File: config.mk
export PLATFORM = sky130hd
export DESIGN_NAME = smm_store
export DESIGN_NICKNAME = d
export VERILOG_FILES = /design/src/smm_pkg.sv /design/src/smm_store.sv
export SDC_FILE = /design/constraint.sdc
export NUM_CORES = 2
export LEC_CHECK = 0
export BUFFER_PORTS_ARGS = -buffer_cell sky130_fd_sc_hd__buf_2
export CORE_UTILIZATION = 57
export DETAILED_ROUTE_END_ITERATION = 8
export GPL_TIMING_DRIVEN = 1
export PLACE_DENSITY = 0.73
export SETUP_SLACK_MARGIN = 0.02
export SLEW_MARGIN = 20
export SYNTH_ARGS = -nofsm -noshare
export SYNTH_HDL_FRONTEND = slang
export SYNTH_SLANG_ARGS = --single-unit
File: constraint.sdc
create_clock -name clk -period 3.7 [get_ports clk]
set_clock_uncertainty 0.1 [all_clocks]
set_input_delay 0.555 -clock clk [delete_from_list [all_inputs] [get_ports clk]]
set_output_delay 0.555 -clock clk [all_outputs]
set_load 0.02 [all_outputs]
File: src/smm_pkg.sv
package smm_pkg;

  // fixed field widths of the item ports
  localparam int unsigned IDX_W  = 3;
  localparam int unsigned DIM_W  = 4;
  localparam int unsigned DATA_W = 32;

  // input opcodes, code 3 has no meaning and is dropped
  typedef enum logic [1:0] {
    OP_LOAD_A  = 2'd0,
    OP_LOAD_B  = 2'd1,
    OP_COMPUTE = 2'd2
  } smm_op_t;

  // tag that travels with each product term through the pipeline
  typedef struct packed {
    logic             valid;
    logic [IDX_W-1:0] row;
    logic [IDX_W-1:0] col;
    logic             first;
    logic             fin;
    logic             last;
  } smm_tag_t;

endpackage

File: src/smm_store.sv
module smm_store #(
  parameter int unsigned DEPTH  = 64,
  parameter int unsigned ADDR_W = 6
) (
  input  logic                           clk,
  input  logic                           wr_en,
  input  logic [ADDR_W-1:0]              wr_addr,
  input  logic [smm_pkg::DATA_W-1:0]     wr_data,
  input  logic                           rd_en,
  input  logic [ADDR_W-1:0]              rd_addr,
  output logic [smm_pkg::DATA_W-1:0]     rd_data
);

  logic [smm_pkg::DATA_W-1:0] mem [DEPTH];
  logic [smm_pkg::DATA_W-1:0] rd_data_r;

  // single write port
  always_ff @(posedge clk) begin
    if (wr_en) begin
      mem[wr_addr] <= wr_data;
    end
  end

  // registered read port, holds while the pipeline is stalled
  always_ff @(posedge clk) begin
    if (rd_en) begin
      rd_data_r <= mem[rd_addr];
    end
  end

  assign rd_data = rd_data_r;

endmodule

# ---- After elaboration in Yosys (flattened, before gate mapping)
# Memories as Yosys holds them, arrays and structs flattened. A register that Yosys moved wholly into a read port is not among the register bits.
# Cells that the tools add are included.
dict set report totals {
  regBits 0
  mem_bits_rw 2048
  input_bits 47
  out_inout_bits 32
  memories 1
}
# memory words word_bits read_ports rd_ports_with_merged_regs write_ports line
set mem_list {}
lappend mem_list {mem 64 32 1 1 1 smm_store.sv:14} ;# logic [smm_pkg::DATA_W-1:0] mem [DEPTH];
dict set report classes {
  n_mux 2
}
# cell count
set ops {}
lappend ops {{two-way mux 1 bit} 2}

# ---- Depth between registers and ports, before layout
dict set report depth {
  ltp_word 2
  ltp_mapped 10
  depth_no_buf 5
}

# ---- Worst setup path after synthesis
# Ideal clock, no wire load.
dict set report synth_timing {
  kind {input to register}
  from {in wr_addr[3]}
  to {mem mem[48][0] (netlist bit), enable pin}
  setup_ns 0.461
  arrival_ns 3.254
  path_slack_ns -0.115
  stages 4
  path_cell_list {clkbuf_1 > nor2b_1 > nand4b_1 > nor3_1}
}
# item line
set synth_lines {}
lappend synth_lines {{from (decl)} smm_store.sv:7} ;# input logic [ADDR_W-1:0] wr_addr,
lappend synth_lines {{to (decl)} smm_store.sv:14}
# Straight into the memory's write port.

==> insert_results.sql <==
INSERT INTO impl_metrics (metric_group, metric, value, unit) VALUES
('grt', 'grt_use_met2', '0.4567', ''),
('synth', 'netlist_top_cells_area', 'sky130_fd_sc_hd__edfxtp_1 79%, sky130_fd_sc_hd__mux4_2 16%, sky130_fd_sc_hd__mux2i_1 1.2%, sky130_fd_sc_hd__o22ai_1 0.67%, sky130_fd_sc_hd__nor2_1 0.65%', ''),
('synth', 'synthesis.yosys.warnings', '0', ''),
('layout', 'final_cell_count_no_fill', '5603', ''),
('cts', 'clock_tree_buf_depth', '3', ''),
('layout', 'share_of_layout_cells_above_drive_strength_1', '0.3093', ''),
('layout', 'layout.filler_cells', '8240', ''),
('placement', 'gpl.final_weighted_congestion', '0.8367', ''),
('placement', 'placed_cell_area', '83430', 'µm²'),
('synth', 'synth_async_sr_flop_share', '0', ''),
('route', 'drt_iter0_drc', '5334', ''),
('critical_path', 'start_kind', 'input pin', ''),
('critical_path', 'cp.buffers_inverters', '3', ''),
('critical_path', 'path_delay_family', 'multiplexers', ''),
('cts', 'cts_tree', 'built', ''),
('sta', 'tightest_slew', '1.213', 'ns'),
('grt', 'grt_start_max_net_pins', '65', ''),
('floorplanning', 'design.portCount', '79', ''),
('synth', 'synth.largest_area_cell', 'sky130_fd_sc_hd__edfxtp_1', ''),
('sta', 'max_slew_margin', '0.1915', ''),
('floorplanning', 'placement_rows', '136', ''),
('layout', 'synthToLayoutAreaGrowth', '13.76', '%'),
('worst_hold_path', 'hold_path_class', 'input pin to flop', ''),
('cts', 'cts-resized-gates', '0', ''),
('critical_path', 'critical_path_depth', '7', ''),
('synth', 'synth-main-ff-cell', 'sky130_fd_sc_hd__edfxtp_1', ''),
('floorplanning', 'placeableCoreArea', '137300', 'µm²'),
('synth', 'netlist_area', '78840', 'µm²'),
('worst_hold_path', 'cells_on_worst_hold_path', '1', ''),
('critical_path', 'cp_cell_sequence', 'buf_8, buf_12, buf_12, mux4_2, mux4_2, o22ai_1, nor2_1', ''),
('sta', 'timing.final.max_slew_violations', '0', ''),
('power', 'clock_power_share', '0.402', ''),
('grt', 'grt_first_pass_wirelength', '286.1', 'mm'),
('status', 'status', 'finished, final reports clean', ''),
('route', 'finalWirelength', '202.5', 'mm'),
('critical_path', 'crit_slowest_cell', 'sky130_fd_sc_hd__o22ai_1', ''),
('route', 'post-route-drc-count', '0', ''),
('grt', 'number_of_antenna_violations_at_the_first_check_in_global_routing', '18', ''),
('layout', 'multi_input_comb_area', '15980', 'µm²'),
('grt', 'busiest_layer', 'met2', ''),
('power', 'static-leakage-power', '28.06', 'nW'),
('cts', 'clk_transition_reported_paths', '0.06', 'ns'),
('power', 'ir_worst_vdd', '456.9', 'µV'),
('cts', 'ctsRootBufferMaster', 'sky130_fd_sc_hd__clkbuf_16', ''),
('layout', 'nNetsFinal', '3684', ''),
('layout', 'fin_area', '89690', 'µm²'),
('cts', 'post_cts.repair.setup_buffers', '0', ''),
('synth', 'postSynthAreaPerCell', '23.72', 'µm²'),
('cts', 'cts.htree.levels', '4', ''),
('power', 'power.share.combinational', '0.052', ''),
('sta', 'hold_viol', '0', ''),
('synth', 'synthDominantCellAreaShare', '0.7923', ''),
('synth', 'synth.lib_cells_used.distinct', '33', ''),
('floorplanning', 'die_w', '373.9', 'µm'),
('sta', 'post-route-min-period', '3.044', 'ns'),
('synth', 'synth_sequential_area_ratio', '0.7923', ''),
('critical_path', 'worst-r2r-cell-count', '4', ''),
('route', 'detail-route-antenna-nets', '0', ''),
('sta', 'unrepaired_setup_endpoints_after_global_routing', 'no', ''),
('cts', 'cts.sinks', '2080', ''),
('sta', 'achievable_frequency', '328.5', 'MHz'),
('floorplanning', 'floorplan.initialDensity', '0.5741', ''),
('grt', 'globalRoute.totalOverflow', '0', ''),
('power', 'power.switching_fraction', '0.2106', ''),
('grt', 'gr-usage-met1', '0.4034', ''),
('floorplanning', 'dieHeight', '373.9', 'µm'),
('cts', 'numCtsBuffers', '195', ''),
('grt', 'track_usage', '0.2942', ''),
('route', 'vias', '38470', ''),
('critical_path', 'largest_stage_delay_on_the_critical_path', '0.61', 'ns'),
('power', 'powerDensity', '535.3', 'nW/µm²');
## registers in the layout, summed over array words and instances (netlist names)
name     flops
rd_data     32
mem       2048
## power groups by stage
stage,sequential (mW),combinational [mW],clock [mW]
3_5_place_dp,26.7,2.44,0
6_report,26.2,2.49,19.3
4_1_cts,26.2,2.47,19.4
3_3_place_gp,26.7,2.37,0
2_1_floorplan,26.7,1.27,0
5_1_grt,26.2,2.61,20.3
## area by class of cell
type | count | share of cell area
antenna | 10 | 0.0002790
clock buffer | 235 | 0.05703
clock inverter | 124 | 0.01119
multi-input combinational | 1062 | 0.1782
sequential | 2080 | 0.6964
tap | 1794 | 0.02503
timing repair buffer | 298 | 0.03189
## logic make-up (layout without fill, tap and decap cells)
kind of cell / after synthesis / in the layout / share of synthesized area
muxes: 637 / 637 / 0.1672
and+or+nand+nor: 223 / 223 / 0.01260
AOI/OAI and AO/OA: 202 / 202 / 0.01666
buffers and inverters: 182 / 657 / 0.01124
DFF: 2080 / 2080 / 0.7923
other: 0 / 10 / 0
## cell usage in the layout (no fill, tap or decap), drive strengths merged, types with 3 or more instances in the layout
master,instances
mux4,544
and3,4
a22oi,12
edfxtp,2080
nand2,26
bufinv,14
nor3,7
a311oi,8
or3,3
a41o,4
diode,10
nand2b,8
nor2b,15
o221ai,27
clkinv,99
or2,3
buf,298
mux2i,93
nor2,137
a21oi,62
or3b,5
clkbuf,235
o32ai,4
inv,9
nand3b,5
o22ai,84
nand3,5
## final timing paths
| kind | end | startpoint | slack (ns) |
|---|---|---|---|
| worst max-delay path | rd_data[30]$_DFFE_PP_ | rd_addr[0] | 0.66 |
| worst min-delay path | mem[12][31]$_DFFE_PP_ | wr_data[31] | 0.05 |
| worst max register to register | rd_data[1]$_DFFE_PP_ | mem[11][1]$_DFFE_PP_ | 0.84 |
| worst min register to register | rd_data[17]$_DFFE_PP_ | mem[28][17]$_DFFE_PP_ | 0.76 |
## per-layer routing
metal	vias to the layer above	wire length, µm
li1	14930	-
met1	20260	71770
met2	2778	95960
met3	491	25600
met4	14	9076
met5	-	84
## stage by stage
stage,setup slack [ns],setup TNS [ns],power [mW],hold slack [ns]
after CTS,0.7199,0,48.15,0.2004
after global placement,-0.1576,-0.3646,29.09,0.7503
final,0.6557,0,48.00,0.05160
after floorplan,0.3931,0,27.99,0.5539
after global routing,0.5753,0,49.14,0.04821
after detailed placement,-0.1580,-0.4736,29.18,0.7450
No activity file was read; power rests on OpenSTA's default activity.
