### config.mk
export PLATFORM = sky130hd
export DESIGN_NAME = smm_seq
export DESIGN_NICKNAME = d
export VERILOG_FILES = /design/src/smm_pkg.sv /design/src/smm_seq.sv
export SDC_FILE = /design/constraint.sdc
export NUM_CORES = 1
export LEC_CHECK = 0
export ABC_AREA = 1
export ABC_CLOCK_PERIOD_IN_PS = 2050
export BUFFER_PORTS_ARGS = -buffer_cell sky130_fd_sc_hd__buf_4
export CAP_MARGIN = 10
export CORE_MARGIN = 2
export CORE_UTILIZATION = 45
export DETAILED_ROUTE_END_ITERATION = 10
export PLACE_DENSITY_LB_ADDON = 0.3
export SKIP_CTS_REPAIR_TIMING = 1
export SLEW_MARGIN = 0
export SYNTH_ARGS = -nofsm -noshare
export SYNTH_HDL_FRONTEND = slang
export SYNTH_SLANG_ARGS = --single-unit
### constraint.sdc
create_clock -name clk -period 2.05 [get_ports clk]
set_input_delay 0.3075 -clock clk [delete_from_list [all_inputs] [get_ports clk]]
set_output_delay 0.3075 -clock clk [all_outputs]
set_load 0.03 [all_outputs]
### src/smm_pkg.sv
package smm_pkg;

  // fixed field widths of the item ports
  localparam int unsigned IDX_W  = 3;
  localparam int unsigned DIM_W  = 4;
  localparam int unsigned DATA_W = 32;

  // input opcodes, code 3 has no meaning and is dropped
  typedef enum logic [1:0] {
    OP_LOAD_A  = 2'd0,
    OP_LOAD_B  = 2'd1,
    OP_COMPUTE = 2'd2
  } smm_op_t;

  // tag that travels with each product term through the pipeline
  typedef struct packed {
    logic             valid;
    logic [IDX_W-1:0] row;
    logic [IDX_W-1:0] col;
    logic             first;
    logic             fin;
    logic             last;
  } smm_tag_t;

endpackage

### src/smm_seq.sv
module smm_seq #(
  parameter int unsigned MAX_DIM = 8,
  parameter int unsigned ADDR_W  = 6
) (
  input  logic                          clk,
  input  logic                          rst_n,
  input  logic                          start,
  input  logic [smm_pkg::DIM_W-1:0]     dim,
  input  logic                          en,
  output logic [ADDR_W-1:0]             a_addr,
  output logic [ADDR_W-1:0]             b_addr,
  output smm_pkg::smm_tag_t             tag
);

  logic                          active_r, active_nxt;
  logic [smm_pkg::IDX_W-1:0]     i_r, i_nxt;
  logic [smm_pkg::IDX_W-1:0]     j_r, j_nxt;
  logic [smm_pkg::IDX_W-1:0]     k_r, k_nxt;
  logic [smm_pkg::DIM_W-1:0]     n_r, n_nxt;
  smm_pkg::smm_tag_t             tag_r, tag_nxt;
  logic [smm_pkg::DIM_W-1:0]     top_idx;
  logic                          k_end, j_end, i_end;

  assign top_idx = n_r - smm_pkg::DIM_W'(1);
  assign k_end   = ({1'b0, k_r} == top_idx);
  assign j_end   = ({1'b0, j_r} == top_idx);
  assign i_end   = ({1'b0, i_r} == top_idx);

  // operand addresses A[i][k] and B[k][j]
  assign a_addr = ADDR_W'(int'(i_r) * MAX_DIM + int'(k_r));
  assign b_addr = ADDR_W'(int'(k_r) * MAX_DIM + int'(j_r));

  // i, j, k loop counters, k innermost
  always_comb begin
    active_nxt = active_r;
    i_nxt      = i_r;
    j_nxt      = j_r;
    k_nxt      = k_r;
    n_nxt      = n_r;
    tag_nxt    = tag_r;
    if (en) begin
      tag_nxt.valid = active_r;
      tag_nxt.row   = i_r;
      tag_nxt.col   = j_r;
      tag_nxt.first = (k_r == '0);
      tag_nxt.fin   = k_end;
      tag_nxt.last  = i_end && j_end;
      if (active_r) begin
        if (k_end) begin
          k_nxt = '0;
          if (j_end) begin
            j_nxt = '0;
            if (i_end) begin
              active_nxt = 1'b0;
            end else begin
              i_nxt = i_r + smm_pkg::IDX_W'(1);
            end
          end else begin
            j_nxt = j_r + smm_pkg::IDX_W'(1);
          end
        end else begin
          k_nxt = k_r + smm_pkg::IDX_W'(1);
        end
      end
    end
    if (start) begin
      active_nxt = 1'b1;
      i_nxt      = '0;
      j_nxt      = '0;
      k_nxt      = '0;
      n_nxt      = dim;
    end
  end

  always_ff @(posedge clk) begin
    if (!rst_n) begin
      active_r <= 1'b0;
      tag_r    <= '0;
      i_r      <= '0;
      j_r      <= '0;
      k_r      <= '0;
      n_r      <= smm_pkg::DIM_W'(1);
    end else begin
      active_r <= active_nxt;
      tag_r    <= tag_nxt;
      i_r      <= i_nxt;
      j_r      <= j_nxt;
      k_r      <= k_nxt;
      n_r      <= n_nxt;
    end
  end

  // tag lines up with the registered store read data
  assign tag = tag_r;

endmodule

; Yosys cells after proc, flatten, opt, wreduce, memory -nomap -nowiden
; Index checks and enable logic that the tools add are counted.
[word_totals]
romBits = 0
inputBits = 8
wordCells = 37
output_inout_bits = 22
mem_count = 0
ramBits = 0
latchBits = 0
reg_bits = 24
[op_classes]
n_lt_le_gt_ge = 0
n_addsub = 6
shift = 0
div_mod_pow = 0
bitwise = 2
reduce_logical = 7
n_mux = 8
mul = 0
eq_ne = 3
[op_table]
columns = cell, n
row1 = $add 6x3->6, 2
row2 = $eq 3x4->1, 3
row3 = $add 3x1->3 const B, 3
row4 = $mux 1, 6
row5 = $mux 3, 2
row6 = $reduce_and 5->1, 1
row7 = $sub 4x1->4 const B, 1
row8 = $logic_not 3->1, 1
row9 = $reduce_and 3->1, 1
row10 = $not 1->1, 2
row11 = $reduce_and 2->1, 1
row12 = $reduce_bool 2->1, 1
row13 = $reduce_or 2->1, 1
row14 = $logic_and 1x1->1, 1

; Logic depth before layout (Yosys ltp)
[logic_depth]
ltp_word = 8
mapped_depth = 13
ltp_nobuf = 13

; Worst setup path before layout
; No wires, ideal clock.
[synth_timing]
kind = register -> register
start = reg n_r[0] (netlist bit)
end = reg i_r[0] (netlist bit)
slack_ns = 0.406
required_time_ns = 1.937
stages_incl_launch_ff = 11
arrival_ns = 1.531
setup_ns = 0.113
synth_period_minus_slack_ns = 1.644
path_buffers = 0
cell_sequence = dfxtp_1 > inv_2 > ha_1 > nand2_1 > nand2_1 > nor2_4 > nand3_4 > nor2_8 > nand3_4 > nor2_1 > nor2_1
[synth_via]
elab_chain_len = 4
elab_cells_between_ends = 6
classes_between = add/sub (1) / eq/ne (3) / bitwise (1) / reduce/logical (1)
[synth_lines]
columns = item, line_no
row1 = start: declaration, smm_seq.sv:19  ; logic [smm_pkg::DIM_W-1:0] n_r, n_nxt;
row2 = start signal: assignment, smm_seq.sv:82  ; n_r <= smm_pkg::DIM_W'(1);
row3 = start signal: assignment, smm_seq.sv:89  ; n_r <= n_nxt;
row4 = $sub 4x1->4 (*), smm_seq.sv:24  ; assign top_idx = n_r - smm_pkg::DIM_W'(1);
row5 = $eq 3x4->1, smm_seq.sv:27  ; assign i_end = ({1'b0, i_r} == top_idx);
row6 = $not 1->1 (no source line), --
row7 = $reduce_and 5->1 (no source line) (*), --
row8 = end signal: assignment, smm_seq.sv:86  ; i_r <= i_nxt;
row9 = end: declaration, smm_seq.sv:16  ; logic [smm_pkg::IDX_W-1:0] i_r, i_nxt;
; Every way passes the cells marked *; elsewhere a longest branch is shown, timed or not.
; A chain may end at the register's enable or synchronous reset.

; Worst setup path in the final report
[layout_timing]
start = reg n_r[0] (netlist bit)
end = reg i_r[1] (netlist bit)
; Same word-level chain as after synthesis.

==> flow_summary.yaml <==
grt:
  antenna_found_initial: 0
  grt_max_degree: 16
  grt_pass1_wl_um: 4690
  grt_pass1_vias: 1046
  track_usage: 0.191
  grt-ovfl-total: 0
clock_tree:
  cts-root-buf: "clkbuf_4"
  cts_buffers: 3
  path_clk_slew_ns: 0.14
  ctsLongestPathBuffers: 2
  cts_tree: "built"
  clkSinkCount: 24
  htree_levels: 1
  worstSkewPairLatency_ns: 0.34
job:
  cap_violations: 0
logic_synthesis:
  synth.area.mux_share: 0
  yosysWarnings: 0
  syn-cell-area_mm2: 0.00122
  syn_inst: 166
  synth_edf_count: 0
  synth-seq-cells: 24
  yosys.area.top_type: "dfxtp_1"
  synth_nets: 179
  synth-main-ff-cell: "dfxtp_1"
  ys_types: 22
  ys_top_cells_by_area: "dfxtp_1 (39%), nand2_1 (13%), a21oi_1 (7.4%), nor2_1 (5.5%), ha_1 (5.1%)"
  synth-compound-area-share: 0.129
  synth_top_family_by_area: "simple AND/OR/NAND/NOR gates"
  ys_seq_area_frac: 0.394
  synth_area_per_cell_um2: 7.35
  yosys.area_share.simple: 0.304
  synth_fa_ha_area_frac: 0.0513
  synth-xor-area-share: 0.0359
  async_flop_share: 0
  synth_top_area_share: 0.394
cells_and_area:
  nFillCells: 241
  stdcell_count: 224
  nets: 208
  drive_above_1_share: 0.242
  syn_to_final_growth_pct: 21.7
  n_antenna_cell: 0
critical_path:
  cp.required_ns: 2.34
  critPathBufInv: 2
  cp_common_cell: "nand2_1"
  max_stage_delay_ns: 0.39
  crit_family: "simple AND/OR/NAND/NOR gates"
  critPathMaxFanout: 6
  worstSetupEndpointType: "flop"
  startpoint_type: "flop"
  cp_slowest_cell: "dfxtp_2"
  crit_arrival_ns: 2.08
  crit_type: "reg2reg"
  critical_path.cell_chain: "inv_2 -> ha_2 -> inv_2 -> nand2_1 -> nand2_1 -> nor2_4 -> nand3_4 -> nor2_8 -> nand3_4 -> nand2_1 -> nand2_1 -> nor2_1"
power_and_ir_drop:
  peakVddDrop_mv: 0.571
  cellLeakagePower_nw: 0.724
  power.density_mw_per_mm2: 650
run_status:
  outcome: "complete, no violations"
routing:
  wl_per_cell_um: 12.9
  antenna_left: 0
  firstDrtPassIters: 4
  dr_wl_met2_um: 1390
  routed_wl_um: 2890
  drc_errors: 0
  highest_layer: "met4"
  detail_route.iter0.violations: 48
  route.vias.total: 1149
  met1Wirelength_um: 1230
  wl_met3_um: 186
  via_per_inst: 5.13
sta:
  finClkSkew_ns: 0.00936
  slew_headroom: 0.766
  rsz0062_at_grt: "no"
  setup_viol: 0
  whs_ns: 0.181
  hold_viol: 0
  maxSlewViolCount: 0
  tns_ns: 0
  min_period_over_period: 0.876
  worst_pin_slew_ns: 0.350
  post-route-min-period_ns: 1.79
  fmax_ghz: 0.557
floorplanning:
  die_h_um: 56.1
  core-area_mm2: 0.00252
  die_w_um: 56.1
  die_area_mm2: 0.00314
  rows: 18
  ios: 30
  start_util: 0.484
placement:
  port_buffers: 29
  place_hpwl_um: 2200
  place_inst: 220
  gp_congestion: 0.897
min_path:
  min_path_type: "in2reg"
[cells in the mapped netlist, types with 2 or more instances]
cell type  number
nand3_4         2
nand2_1        41
inv_1          16
nand4_1         2
nand3_1         6
xor2_1          3
nor2_1         18
a21oi_1        18
clkbuf_1        2
o21ai_0        12
ha_1            5
xnor2_1         2
nand2_2         2
dfxtp_1        24
buf_4           3
inv_2           4
[worst reg2reg max path, cell delays in order, from the launching register on]
cell	delay (ns)
dfxtp_2	0.39
inv_2	0.08
ha_2	0.38
inv_2	0.05
nand2_1	0.06
nand2_1	0.07
nor2_4	0.14
nand3_4	0.12
nor2_8	0.15
nand3_4	0.10
nand2_1	0.07
nand2_1	0.04
nor2_1	0.10
[metrics by stage]
stage,util,setup slack [ns],area [µm²],total power [mW]
6_report,0.589,0.255,1490,0.965
5_1_grt,0.589,0.0681,1490,1.01
4_1_cts,0.587,0.171,1480,0.966
3_5_place_dp,0.573,0.219,1450,0.705
3_3_place_gp,0.573,0.311,1450,0.699
2_1_floorplan,-,0.406,1220,0.649
[per-layer routing]
layer | vias to the layer above | GRT usage
met3 | 9 | 0.0372
met5 | - | 0
met1 | 515 | 0.240
met2 | 41 | 0.303
li1 | 584 | -
met4 | 0 | 0.109
[layout make-up]
cell class	instances	area (µm²)	share of cell area
Multi-Input combinational cell	117	637	0.429
Tap cell	30	37.5	0.0253
Timing Repair Buffer	29	218	0.147
Inverter	20	75.1	0.0505
Sequential cell	24	482	0.324
Clock buffer	4	36.3	0.0244
[registers in the layout (all words and copies together), names as in the netlist]
| register | count |
|---|---|
| k_r | 3 |
| j_r | 3 |
| n_r | 4 |
| i_r | 3 |
| active_r | 1 |
| tag | 10 |
[cell usage in the layout (no fill, tap or decap), types with 2 or more instances in the layout]
| master | n |
|---|---|
| buf_4 | 29 |
| nor2_1 | 18 |
| clkbuf_4 | 3 |
| inv_1 | 16 |
| nand2_2 | 2 |
| nand3_1 | 6 |
| xnor2_1 | 2 |
| o21ai_0 | 12 |
| inv_2 | 4 |
| nand3_4 | 2 |
| a21oi_1 | 18 |
| dfxtp_1 | 23 |
| nand2_1 | 41 |
| nand4_1 | 2 |
| xor2_1 | 3 |
| ha_1 | 4 |
[kinds of logic after synthesis]
kind of cell | count (synthesis)
xor+xnor | 5
simple gates | 76
compound gates | 31
fa+ha+maj | 5
buf+inv | 25
flops | 24
[final timing paths]
kind,start,end,slack [ns],cells past startpoint
hold / removal,start,n_r[0],0.18,2
setup reg to reg,n_r[0],i_r[1],0.26,12
hold reg to reg,tag[9],tag[9],0.48,2
setup / recovery,n_r[0],i_r[1],0.26,12
[where the power goes]
group	switching [mW]	total [mW]	internal [mW]
clock	0.159	0.268	0.109
combinational	0.129	0.198	0.0690
sequential	0.0135	0.500	0.486
No activity file was read; power rests on OpenSTA's default activity.
