==> config.mk <==
export PLATFORM = sky130hd
export DESIGN_NAME = smm_mac
export DESIGN_NICKNAME = d
export VERILOG_FILES = /design/src/smm_pkg.sv /design/src/smm_mac.sv
export SDC_FILE = /design/constraint.sdc
export NUM_CORES = 1
export LEC_CHECK = 0
export ABC_CLOCK_PERIOD_IN_PS = 7600
export BUFFER_PORTS_ARGS = -buffer_cell sky130_fd_sc_hd__clkbuf_2
export CORE_MARGIN = 5
export CORE_UTILIZATION = 45
export CTS_CLUSTER_DIAMETER = 100
export DETAILED_ROUTE_END_ITERATION = 8
export PLACE_DENSITY = 0.62
export SYNTH_ARGS = -nofsm -noshare
export SYNTH_HDL_FRONTEND = slang
export SYNTH_SLANG_ARGS = --single-unit
==> constraint.sdc <==
create_clock -name clk -period 7.6 [get_ports clk]
set_input_delay 0 -clock clk [delete_from_list [all_inputs] [get_ports clk]]
set_output_delay 0 -clock clk [all_outputs]
set_load 0.02 [all_outputs]
==> src/smm_pkg.sv <==
package smm_pkg;

  // fixed field widths of the item ports
  localparam int unsigned IDX_W  = 3;
  localparam int unsigned DIM_W  = 4;
  localparam int unsigned DATA_W = 32;

  // input opcodes, code 3 has no meaning and is dropped
  typedef enum logic [1:0] {
    OP_LOAD_A  = 2'd0,
    OP_LOAD_B  = 2'd1,
    OP_COMPUTE = 2'd2
  } smm_op_t;

  // tag that travels with each product term through the pipeline
  typedef struct packed {
    logic             valid;
    logic [IDX_W-1:0] row;
    logic [IDX_W-1:0] col;
    logic             first;
    logic             fin;
    logic             last;
  } smm_tag_t;

endpackage

==> src/smm_mac.sv <==
module smm_mac (
  input  logic                          clk,
  input  logic                          rst_n,
  input  logic                          en,
  input  smm_pkg::smm_tag_t             tag_in,
  input  logic [smm_pkg::DATA_W-1:0]    a,
  input  logic [smm_pkg::DATA_W-1:0]    b,
  output smm_pkg::smm_tag_t             res_tag,
  output logic                          res_valid,
  output logic [smm_pkg::DATA_W-1:0]    res_value
);

  localparam int unsigned PROD_W = 2 * smm_pkg::DATA_W;

  logic [smm_pkg::DATA_W-1:0] prod_r;
  logic [smm_pkg::DATA_W-1:0] acc_r;
  smm_pkg::smm_tag_t          tag_r;
  logic [PROD_W-1:0]          prod_full;
  logic [smm_pkg::DATA_W-1:0] sum;

  // low half of the product is all that survives the wrap
  assign prod_full = a * b;

  always_ff @(posedge clk) begin
    if (!rst_n) begin
      tag_r <= '0;
    end else if (en) begin
      tag_r <= tag_in;
    end
  end

  always_ff @(posedge clk) begin
    if (en) begin
      prod_r <= prod_full[smm_pkg::DATA_W-1:0];
    end
  end

  // accumulate, restarting on the first term of each element
  assign sum = (tag_r.first ? '0 : acc_r) + prod_r;

  always_ff @(posedge clk) begin
    if (en && tag_r.valid) begin
      acc_r <= sum;
    end
  end

  assign res_tag   = tag_r;
  assign res_valid = tag_r.valid && tag_r.fin;
  assign res_value = sum;

endmodule
Yosys cells after proc, flatten, opt, wreduce, memory -nomap -nowiden
Cells that the tools add are included.
{ "totals": {"ff_bits": 74, "in_bits": 77, "output_inout_bits": 43} }
{ "op_classes": {"add_sub_neg": 1, "n_mul": 1, "mux": 1, "reduce_logical": 2} }
{ "op_table": {"columns": ["op", "n"], "rows": [
  ["32-bit adder", 1],
  ["32-bit by 32-bit multiplier with 32-bit output", 1],
  ["32-bit two-way mux", 1],
  ["1-bit logical AND", 2]
]} }

Longest topological paths before layout
Gate-level depths: netlist of the first run.
{ "logic_depth": {"ltp_word": 2, "depth_mapped": 26, "depth_no_buf": 24} }

Worst setup path after synthesis of the first run
Ideal clock, no wire load.
{ "synth_timing": {"path_type": "input-to-reg", "from": "input port a[12] (netlist name)", "to": "register prod_r[28] (netlist name) (data pin)", "setup_ns": 0.259, "arrival_ns": 6.217, "setup_slack_ns": 1.124, "stages": 25, "path_buffers": 2, "path_cell_list": "clkbuf_1 -> clkbuf_1 -> nand2_1 -> fa_1 -> inv_1 -> fa_1 -> inv_1 -> fa_1 -> fa_1 -> inv_1 -> fa_1 -> inv_1 -> fa_1 -> fa_1 -> fa_1 -> inv_1 -> ha_1 -> a21o_1 -> a21o_1 -> a21oi_1 -> o21ai_0 -> a221oi_1 -> o21ai_0 -> a21oi_1 -> xnor2_1"} }
{ "synth_via": {"elab_chain_len": 1} }
{ "synth_rtl": {"columns": ["element", "line", "rtl"], "rows": [
  ["start, declared", "smm_mac.sv:6", "input logic [smm_pkg::DATA_W-1:0] a,"],
  ["32-bit by 32-bit multiplier with 32-bit output", "smm_mac.sv:22", "assign prod_full = a * b;"],
  ["via prod_full[28]", "smm_mac.sv:18", "logic [PROD_W-1:0] prod_full;"],
  ["end signal, assigned", "smm_mac.sv:34", "prod_r <= prod_full[smm_pkg::DATA_W-1:0];"],
  ["end, declared", "smm_mac.sv:15", "logic [smm_pkg::DATA_W-1:0] prod_r;"]
]} }
The timed path passes the listed nets, and every way through them passes these cells.
A chain may end at the register's enable or synchronous reset.

Worst setup path after layout of the first run
{ "layout_timing": {"from": "input port b[2] (netlist name)", "to": "register prod_r[30] (netlist name) (data pin)"} }
{ "layout_via": {"elab_chain_len": 1} }
{ "layout_rtl": {"columns": ["element", "line", "rtl"], "rows": [
  ["start, declared", "smm_mac.sv:7", "input logic [smm_pkg::DATA_W-1:0] b,"],
  ["32-bit by 32-bit multiplier with 32-bit output", "smm_mac.sv:22", null],
  ["via prod_full[30]", "smm_mac.sv:18", null]
]} }
The timed path passes the listed nets, and every way through them passes these cells.

==> qor.csv, run 1 <==
stage,metric,value,unit
worst_setup_path,r2r setup slk,4080,ps
yosys,dominant cells by area after synthesis,"fa_1 (42%), ha_1 (9.8%), edfxtp_1 (9.8%)",
yosys,Synth Instances,2081,
placed_design,HPWL Detailed,41600,µm
placed_design,DP Area,20700,µm²
cells_and_area,P&R area growth vs syn,8.04,%
yosys,Async SR Flop Fraction,0,%
yosys,syn nets,2721,
worst_setup_path,data arrival time of the worst path,6790,ps
yosys,Netlist cell types,57,
floorplan,core area,43100,µm²
floorplan,Initial Util,45.6,%
worst_setup_path,Critical Path Sink Type,register,
sta,final hold violation count,0,
sta,Tmin final,6690,ps
clock_network,Root Driver,clkbuf_16,
placed_design,gpl congestion,0.880,
detailed_routing,Via Count,14100,
yosys,Mean Syn Cell Area,9.44,µm²
sta,max_slew headroom,48.3,%
run_status,status,finished clean,
cells_and_area,most frequent cells in the layout,"fa_1 (409), inv_1 (406), nand2_1 (276)",
floorplan,Die Width,219,µm
grt,vias in the first global route,16000,
worst_setup_path,CP Launch Type,primary input,
yosys,number of synthesized flops with an enable pin,64,
floorplan,# rows,76,
sta,Pins Over Slew Limit,0,
yosys,Syn Std Cell Area,19600,µm²
grt,antenna violations before repair,0,
sta,TNS Setup,0,ps
placed_design,Placed Cells incl. Taps,2709,
grt,first-pass GRT wire length,84500,µm
detailed_routing,drt drc,0,
worst_setup_path,crit-path max FO,30,
grt,gr usage total,22.5,%
cells_and_area,Finished Cell Area,21200,µm²
clock_network,clk_lat worst skew,350,ps
clock_network,total CTS buffers,9,
detailed_routing,DRT Pass-1 Iters,5,
run,max-cap violation count,0,
clock_network,CTS tree,yes,
clock_network,PostCTS Resize Cnt,0,
yosys,Synth Flop Type,edfxtp_1,
yosys,Ys Warns,0,
min_path,hold crit path type,primary input to register,
floorplan,number of I/O pins,120,
sta,worst slew pin tran,775,ps
cells_and_area,layout net count,2795,
yosys,sequential-to-total area share from yosys stat,10.8,%
clock_network,Clock Sinks,74,
yosys,dominant cell type by area after synthesis,fa_1,
placed_design,Port Buffers,119,
clock_network,clock-pin slew on the worst setup and hold paths,60,ps
detailed_routing,DR vias/cell,5.14,
clock_network,CTS H-tree depth,3,
grt,largest net degree at the start of global routing,44,
yosys,"flops & latches, synth",74,
clock_network,postcts setup bufs,0,
cells_and_area,Filler cells,4007,
detailed_routing,initial detailed-routing violation count,774,
yosys,Synth top area share,41.7,%
sta,fmax,0.149,GHz
sta,Final Cycle Share,88.1,%
floorplan,die height,219,µm
floorplan,Die ar.,47900,µm²
worst_setup_path,crit path kind,primary input to register,
detailed_routing,final WL,51200,µm
cells_and_area,"commonest non-fill, non-tap cell in the layout",fa_1,
cells_and_area,Layout Cells excl Fill,2745,
grt,gr ovfl total,0,
sta,final setup fails,0,
cells_and_area,share of layout cells above drive strength 1,7.45,%
detailed_routing,DRT antenna net count,0,
detailed_routing,Routed WL per cell,18.6,µm
clock_network,clock buffer depth,2,
sta,RSZ-0062 raised after global routing,no,
sta,clock skew,6.47,ps
worst_setup_path,worst path required time,7700,ps
cells_and_area,Ant. Diodes,0,
## layout make-up
cell class	instances	area, µm²	area share, %
Timing Repair Buffer	156	923	4.35
Clock buffer	9	225	1.06
Sequential cell	74	2120	10.0
Inverter	406	1520	7.18
Clock inverter	7	46.3	0.218
Tap cell	585	732	3.45
Multi-Input combinational cell	1508	15600	73.7
## metrics by stage
step / hold slack, ps / utilization [%] / setup slack [ps]
2_1_floorplan: 112 / - / 1120
6_report: 262 / 49.2 / 905
4_1_cts: 264 / 49.2 / 902
3_5_place_dp: 265 / 48.1 / 538
3_3_place_gp: 259 / 48.1 / 720
5_1_grt: 300 / 49.2 / 498
## registers in the layout (all words and copies together), names as in the netlist
name / flops
acc_r: 32
res_tag: 10
prod_r: 32
## worst paths after layout
| path | startpoint | cells past startpoint | end |
|---|---|---|---|
| worst max-delay path | b[2] | 22 | prod_r[30] |
| worst min-delay path | en | 2 | prod_r[1] |
| worst max register to register | res_tag[2] | 13 | acc_r[26] |
| worst min register to register | prod_r[0] | 1 | acc_r[0] |
## synthesized netlist by cell type, types with 12 or more instances
library cell / instances
nand2_1: 276
xnor2_1: 92
o21ai_0: 24
ha_1: 154
nor2b_1: 48
fa_1: 409
edfxtp_1: 64
and2_1: 275
nor2_1: 25
a21o_1: 20
inv_1: 406
xor2_1: 21
nand3_1: 12
a21oi_1: 48
clkbuf_1: 91
## worst max-delay path, cell delays in order
cell	delay, ps
clkbuf_2	520
nand2_1	180
fa_1	590
fa_1	440
fa_1	480
fa_1	540
inv_1	50
fa_1	490
inv_1	50
fa_1	550
fa_1	430
fa_1	490
inv_1	40
ha_1	340
a21o_1	200
a21o_1	170
a21oi_1	120
o21ai_0	120
a221oi_1	460
o21ai_0	190
a21oi_1	210
xnor2_1	90
## per-layer routing
metal  up-vias  GRT usage, %  share of wire, %
met5         -             0                 0
met4         0          8.96               4.1
met3       114          1.90               4.5
met2       382          39.5                50
met1      7211          29.0                41
li1       6405             -                 -
## cell families (layout without fill, tap and decap cells)
| logic type | count (synthesis) | in the layout | synth area share, % |
|---|---|---|---|
| fa+ha+maj | 563 | 563 | 51.5 |
| simple gates | 672 | 672 | 17.5 |
| xor+xnor | 113 | 113 | 5.04 |
| flops | 74 | 74 | 10.8 |
| buf+inv | 499 | 578 | 9.54 |
| mux | 10 | 10 | 0.510 |
| compound gates | 150 | 150 | 5.08 |
## repair_timing
item | 4_1_cts | 5_1_grt
hold buffers | 20 | 0
setup endpoints to repair | 0 | 0
hold endpoints to repair | 10 | 0
Power of run 1 is left out: the tool's default activity adds up to more than one toggle a clock period on the data nets, which glitch-free logic cannot reach.
==> run 2, diff against run 1 <==
--- a/config.mk
+++ b/config.mk
@@ -6,12 +6,12 @@
 export NUM_CORES = 1
 export LEC_CHECK = 0
 export ABC_CLOCK_PERIOD_IN_PS = 7600
-export BUFFER_PORTS_ARGS = -buffer_cell sky130_fd_sc_hd__clkbuf_2
 export CORE_MARGIN = 5
 export CORE_UTILIZATION = 45
 export CTS_CLUSTER_DIAMETER = 100
 export DETAILED_ROUTE_END_ITERATION = 8
-export PLACE_DENSITY = 0.62
+export DONT_BUFFER_PORTS = 1
+export PLACE_DENSITY = 0.6
 export SYNTH_ARGS = -nofsm -noshare
 export SYNTH_HDL_FRONTEND = slang
 export SYNTH_SLANG_ARGS = --single-unit
==> qor.csv, run 2 (same netlist as run 1, synthesis figures left out) <==
stage,metric,value,unit
run,max-cap violation count,0,
run_status,status,finished clean,
placed_design,DP Area,20000,µm²
sta,fmax,0.165,GHz
floorplan,number of I/O pins,120,
sta,RSZ-0062 raised after global routing,no,
sta,clock skew,5.66,ps
sta,max_slew headroom,42.0,%
worst_setup_path,crit-path max FO,30,
floorplan,Die ar.,47900,µm²
clock_network,clock buffer depth,2,
detailed_routing,final WL,49800,µm
placed_design,Port Buffers,0,
cells_and_area,P&R area growth vs syn,4.55,%
sta,TNS Setup,0,ps
sta,final setup fails,0,
grt,largest net degree at the start of global routing,43,
floorplan,Die Width,219,µm
sta,Tmin final,6070,ps
grt,vias in the first global route,15000,
clock_network,postcts setup bufs,0,
detailed_routing,DR vias/cell,5.19,
cells_and_area,layout net count,2656,
sta,worst slew pin tran,864,ps
min_path,hold crit path type,primary input to register,
sta,Final Cycle Share,79.8,%
cells_and_area,"commonest non-fill, non-tap cell in the layout",fa_1,
worst_setup_path,Critical Path Sink Type,register,
sta,final hold violation count,0,
worst_setup_path,data arrival time of the worst path,6140,ps
grt,first-pass GRT wire length,81400,µm
detailed_routing,drt drc,0,
cells_and_area,most frequent cells in the layout,"fa_1 (409), inv_1 (406), nand2_1 (276)",
clock_network,CTS H-tree depth,3,
cells_and_area,Filler cells,4091,
worst_setup_path,crit path kind,primary input to register,
detailed_routing,Via Count,13500,
grt,antenna violations before repair,1,
grt,gr usage total,21.7,%
sta,Pins Over Slew Limit,0,
cells_and_area,share of layout cells above drive strength 1,1.34,%
detailed_routing,initial detailed-routing violation count,767,
worst_setup_path,worst path required time,7680,ps
clock_network,total CTS buffers,9,
detailed_routing,DRT Pass-1 Iters,5,
placed_design,gpl congestion,0.845,
floorplan,Initial Util,45.6,%
placed_design,Placed Cells incl. Taps,2575,
worst_setup_path,CP Launch Type,primary input,
cells_and_area,Layout Cells excl Fill,2609,
detailed_routing,DRT antenna net count,0,
floorplan,die height,219,µm
clock_network,PostCTS Resize Cnt,0,
clock_network,Clock Sinks,74,
clock_network,CTS tree,yes,
floorplan,core area,43100,µm²
floorplan,# rows,76,
cells_and_area,Finished Cell Area,20500,µm²
clock_network,clk_lat worst skew,350,ps
detailed_routing,Routed WL per cell,19.1,µm
clock_network,Root Driver,clkbuf_16,
clock_network,clock-pin slew on the worst setup and hold paths,60,ps
placed_design,HPWL Detailed,40400,µm
grt,gr ovfl total,0,
## run 2: changes by cell type in the layout (fill, tap and decap cells not counted), sizes merged
cell	change
dlygate4sd3	-6
buf	-14
clkinvlp	-3
clkinv	-3
diode	+3
clkbuf	-115
inv	+2
## run 2: worst paths after layout
path,from,endpoint,slack (ps),cells after the start
worst max-delay path,b[2],prod_r[31],1530,22
worst min-delay path,a[1],prod_r[1],20,2
worst max register to register,res_tag[2],acc_r[26],3500,13
worst min register to register,res_tag[2],res_tag[2],520,2
## run 2: critical path, cell delays in order
cell and delay, ps:
and2_1 150, fa_1 530, inv_1 50, fa_1 490, fa_1 460, fa_1 580
inv_1 60, fa_1 490, inv_1 50, fa_1 520, inv_1 50, fa_1 490
fa_1 420, ha_1 360, a21o_1 190, nand2_1 80, nand2b_1 60, a21o_1 180
a31oi_2 260, nor3_1 120, o41a_1 390, xnor2_1 130
## run 2: metal layers
metal,track usage (%),up-vias,part of all wire (%)
li1,-,6118,-
met1,27.5,7001,41
met2,38.0,333,50
met3,3.28,81,4.9
met4,7.79,0,3.8
met5,0,-,0
## run 2: area by class of cell
cell class / instances / area [µm²] / share of cell area, %
timing repair buffer: 17 / 175 / 0.853
multi-input combinational: 1508 / 15600 / 76.2
antenna: 3 / 7.51 / 0.0366
sequential: 74 / 2120 / 10.3
clock inverter: 3 / 23.8 / 0.116
inverter: 406 / 1520 / 7.42
tap: 585 / 732 / 3.57
clock buffer: 13 / 304 / 1.48
## run 2: through the flow
step                      setup WS [ps]  utilization [%]  hold WS (ps)
after floorplan                    1120                -           112
after global placement             1210             46.5           123
after detailed placement           1160             46.5           121
after CTS                          1550             47.6          1.09
after global routing               1300             47.7          24.5
final                              1530             47.7          18.8
## run 2: what timing repair did
item / in CTS / in global routing
hold buffers: 15 / 0
hold endpoints to repair: 43 / 0
endpoints found under the setup margin: 0 / 0
Power of run 2 is left out for the same reason.
==> run 3, diff against run 2 <==
--- a/config.mk
+++ b/config.mk
@@ -5,7 +5,7 @@
 export SDC_FILE = /design/constraint.sdc
 export NUM_CORES = 1
 export LEC_CHECK = 0
-export ABC_CLOCK_PERIOD_IN_PS = 7600
+export ABC_CLOCK_PERIOD_IN_PS = 6200
 export CORE_MARGIN = 5
 export CORE_UTILIZATION = 45
 export CTS_CLUSTER_DIAMETER = 100
==> constraint.sdc (replaced) <==
create_clock -name clk -period 6.2 [get_ports clk]
set_input_delay 0 -clock clk [delete_from_list [all_inputs] [get_ports clk]]
set_output_delay 0 -clock clk [all_outputs]
set_load 0.02 [all_outputs]
==> qor.csv, run 3 (same netlist as run 1, synthesis figures left out) <==
stage,metric,value,unit
cells_and_area,Finished Cell Area,20700,µm²
floorplan,die height,219,µm
grt,first-pass GRT wire length,84500,µm
floorplan,Die Width,219,µm
placed_design,HPWL Detailed,41400,µm
grt,vias in the first global route,15100,
run_status,status,finished clean,
floorplan,number of I/O pins,120,
sta,Fin Hold WS,10.6,ps
worst_setup_path,crit-path max FO,27,
worst_setup_path,crit path kind,primary input to register,
placed_design,gpl congestion,0.933,
sta,max_slew headroom,36.2,%
cells_and_area,Ant. Diodes,0,
detailed_routing,Routed WL per cell,19.8,µm
sta,Final Cycle Share,94.4,%
cells_and_area,P&R area growth vs syn,5.59,%
cells_and_area,most frequent cells in the layout,"fa_1 (409), inv_1 (406), nand2_1 (276)",
sta,Tmin final,5850,ps
clock_network,PostCTS Resize Cnt,0,
detailed_routing,drt drc,0,
detailed_routing,final WL,52000,µm
detailed_routing,DRT antenna net count,0,
placed_design,DP Area,20200,µm²
detailed_routing,DRT Pass-1 Iters,5,
worst_setup_path,R2R depth,13,
floorplan,Initial Util,45.6,%
floorplan,Die ar.,47900,µm²
clock_network,total CTS buffers,9,
cells_and_area,footprint of the multi-input gates,15700,µm²
min_path,worst hold stages,1,
worst_setup_path,r2r startpoint,res_tag[2],
cells_and_area,sequential cell area,2120,µm²
clock_network,postcts setup bufs,0,
sta,final hold violation count,0,
clock_network,Clock Sinks,74,
cells_and_area,share of layout cells above drive strength 1,2.26,%
detailed_routing,DR vias/cell,5.25,
placed_design,Port Buffers,0,
floorplan,# rows,76,
sta,Pins Over Slew Limit,0,
clock_network,CTS H-tree depth,3,
detailed_routing,Via Count,13800,
cells_and_area,layout net count,2672,
grt,antenna violations before repair,0,
sta,final setup fails,0,
sta,RSZ-0062 raised after global routing,no,
sta,clock skew,2.83,ps
cells_and_area,Layout Cells excl Fill,2622,
clock_network,CTS tree,yes,
worst_setup_path,r2r endpoint,acc_r[26],
min_path,beginning of the worst hold path,en,
grt,largest net degree at the start of global routing,43,
cells_and_area,Filler cells,4034,
worst_setup_path,worst path required time,6300,ps
grt,gr ovfl total,0,
clock_network,clock buffer depth,2,
clock_network,clk_lat worst skew,350,ps
run,max-cap violation count,0,
worst_setup_path,CP Launch Type,primary input,
sta,worst slew pin tran,952,ps
worst_setup_path,Critical Path Sink Type,register,
detailed_routing,initial detailed-routing violation count,703,
grt,gr usage total,22.7,%
clock_network,Post-CTS Hold Fix Bufs,16,
placed_design,Placed Cells incl. Taps,2590,
min_path,hold crit path type,primary input to register,
min_path,Hold EP,prod_r[1],
floorplan,core area,43100,µm²
cells_and_area,"commonest non-fill, non-tap cell in the layout",fa_1,
clock_network,clock-pin slew on the worst setup and hold paths,60,ps
worst_setup_path,data arrival time of the worst path,5950,ps
worst_setup_path,r2r setup slk,2000,ps
clock_network,Root Driver,clkbuf_16,
sta,fmax,0.171,GHz
[run 3: cell type report]
class	instances	area share, %
Clock buffer	9	1.09
Clock inverter	7	0.676
Multi-Input combinational cell	1508	75.7
Inverter	406	7.35
Sequential cell	74	10.2
Tap cell	585	3.53
Timing Repair Buffer	33	1.47
[run 3: worst max path at each step]
stage,cells past startpoint,slack [ps],end,from
3_5_place_dp,21,-60,prod_r[30],b[5]
6_report,22,350,prod_r[30],b[5]
4_1_cts,23,340,prod_r[27],a[7]
5_1_grt,22,70,prod_r[30],a[18]
2_1_floorplan,22,7,prod_r[31],b[3]
3_3_place_gp,21,20,prod_r[30],b[5]
[run 3: layer usage]
metal	global-route usage (%)	wire length, µm	up-vias
li1	-	-	6160
met1	30.0	21800	7071
met2	38.0	24900	434
met3	3.63	3240	92
met4	8.69	2140	0
met5	0	0	-
[run 3: worst max-delay path, stage by stage]
cell and delay (ps):
and2_1 160, fa_1 490, fa_1 510, inv_1 60, fa_1 480, fa_1 490
inv_1 50, fa_1 500, inv_1 60, fa_1 550, fa_1 430, fa_1 490
inv_1 60, ha_4 210, a21o_1 170, a21o_1 160, a21oi_1 150, o21ai_0 150
a221oi_2 370, o21ai_0 150, a21oi_1 170, xnor2_1 80
[run 3: metrics by stage]
step | TNS, ps | setup WS [ps] | util [%]
2_1_floorplan | 0 | 7.02 | -
3_3_place_gp | 0 | 19.3 | 46.9
3_5_place_dp | -133 | -61.2 | 46.9
4_1_cts | 0 | 341 | 48.1
5_1_grt | 0 | 67.7 | 48.1
6_report | 0 | 349 | 48.1
Power of run 3 is left out for the same reason.
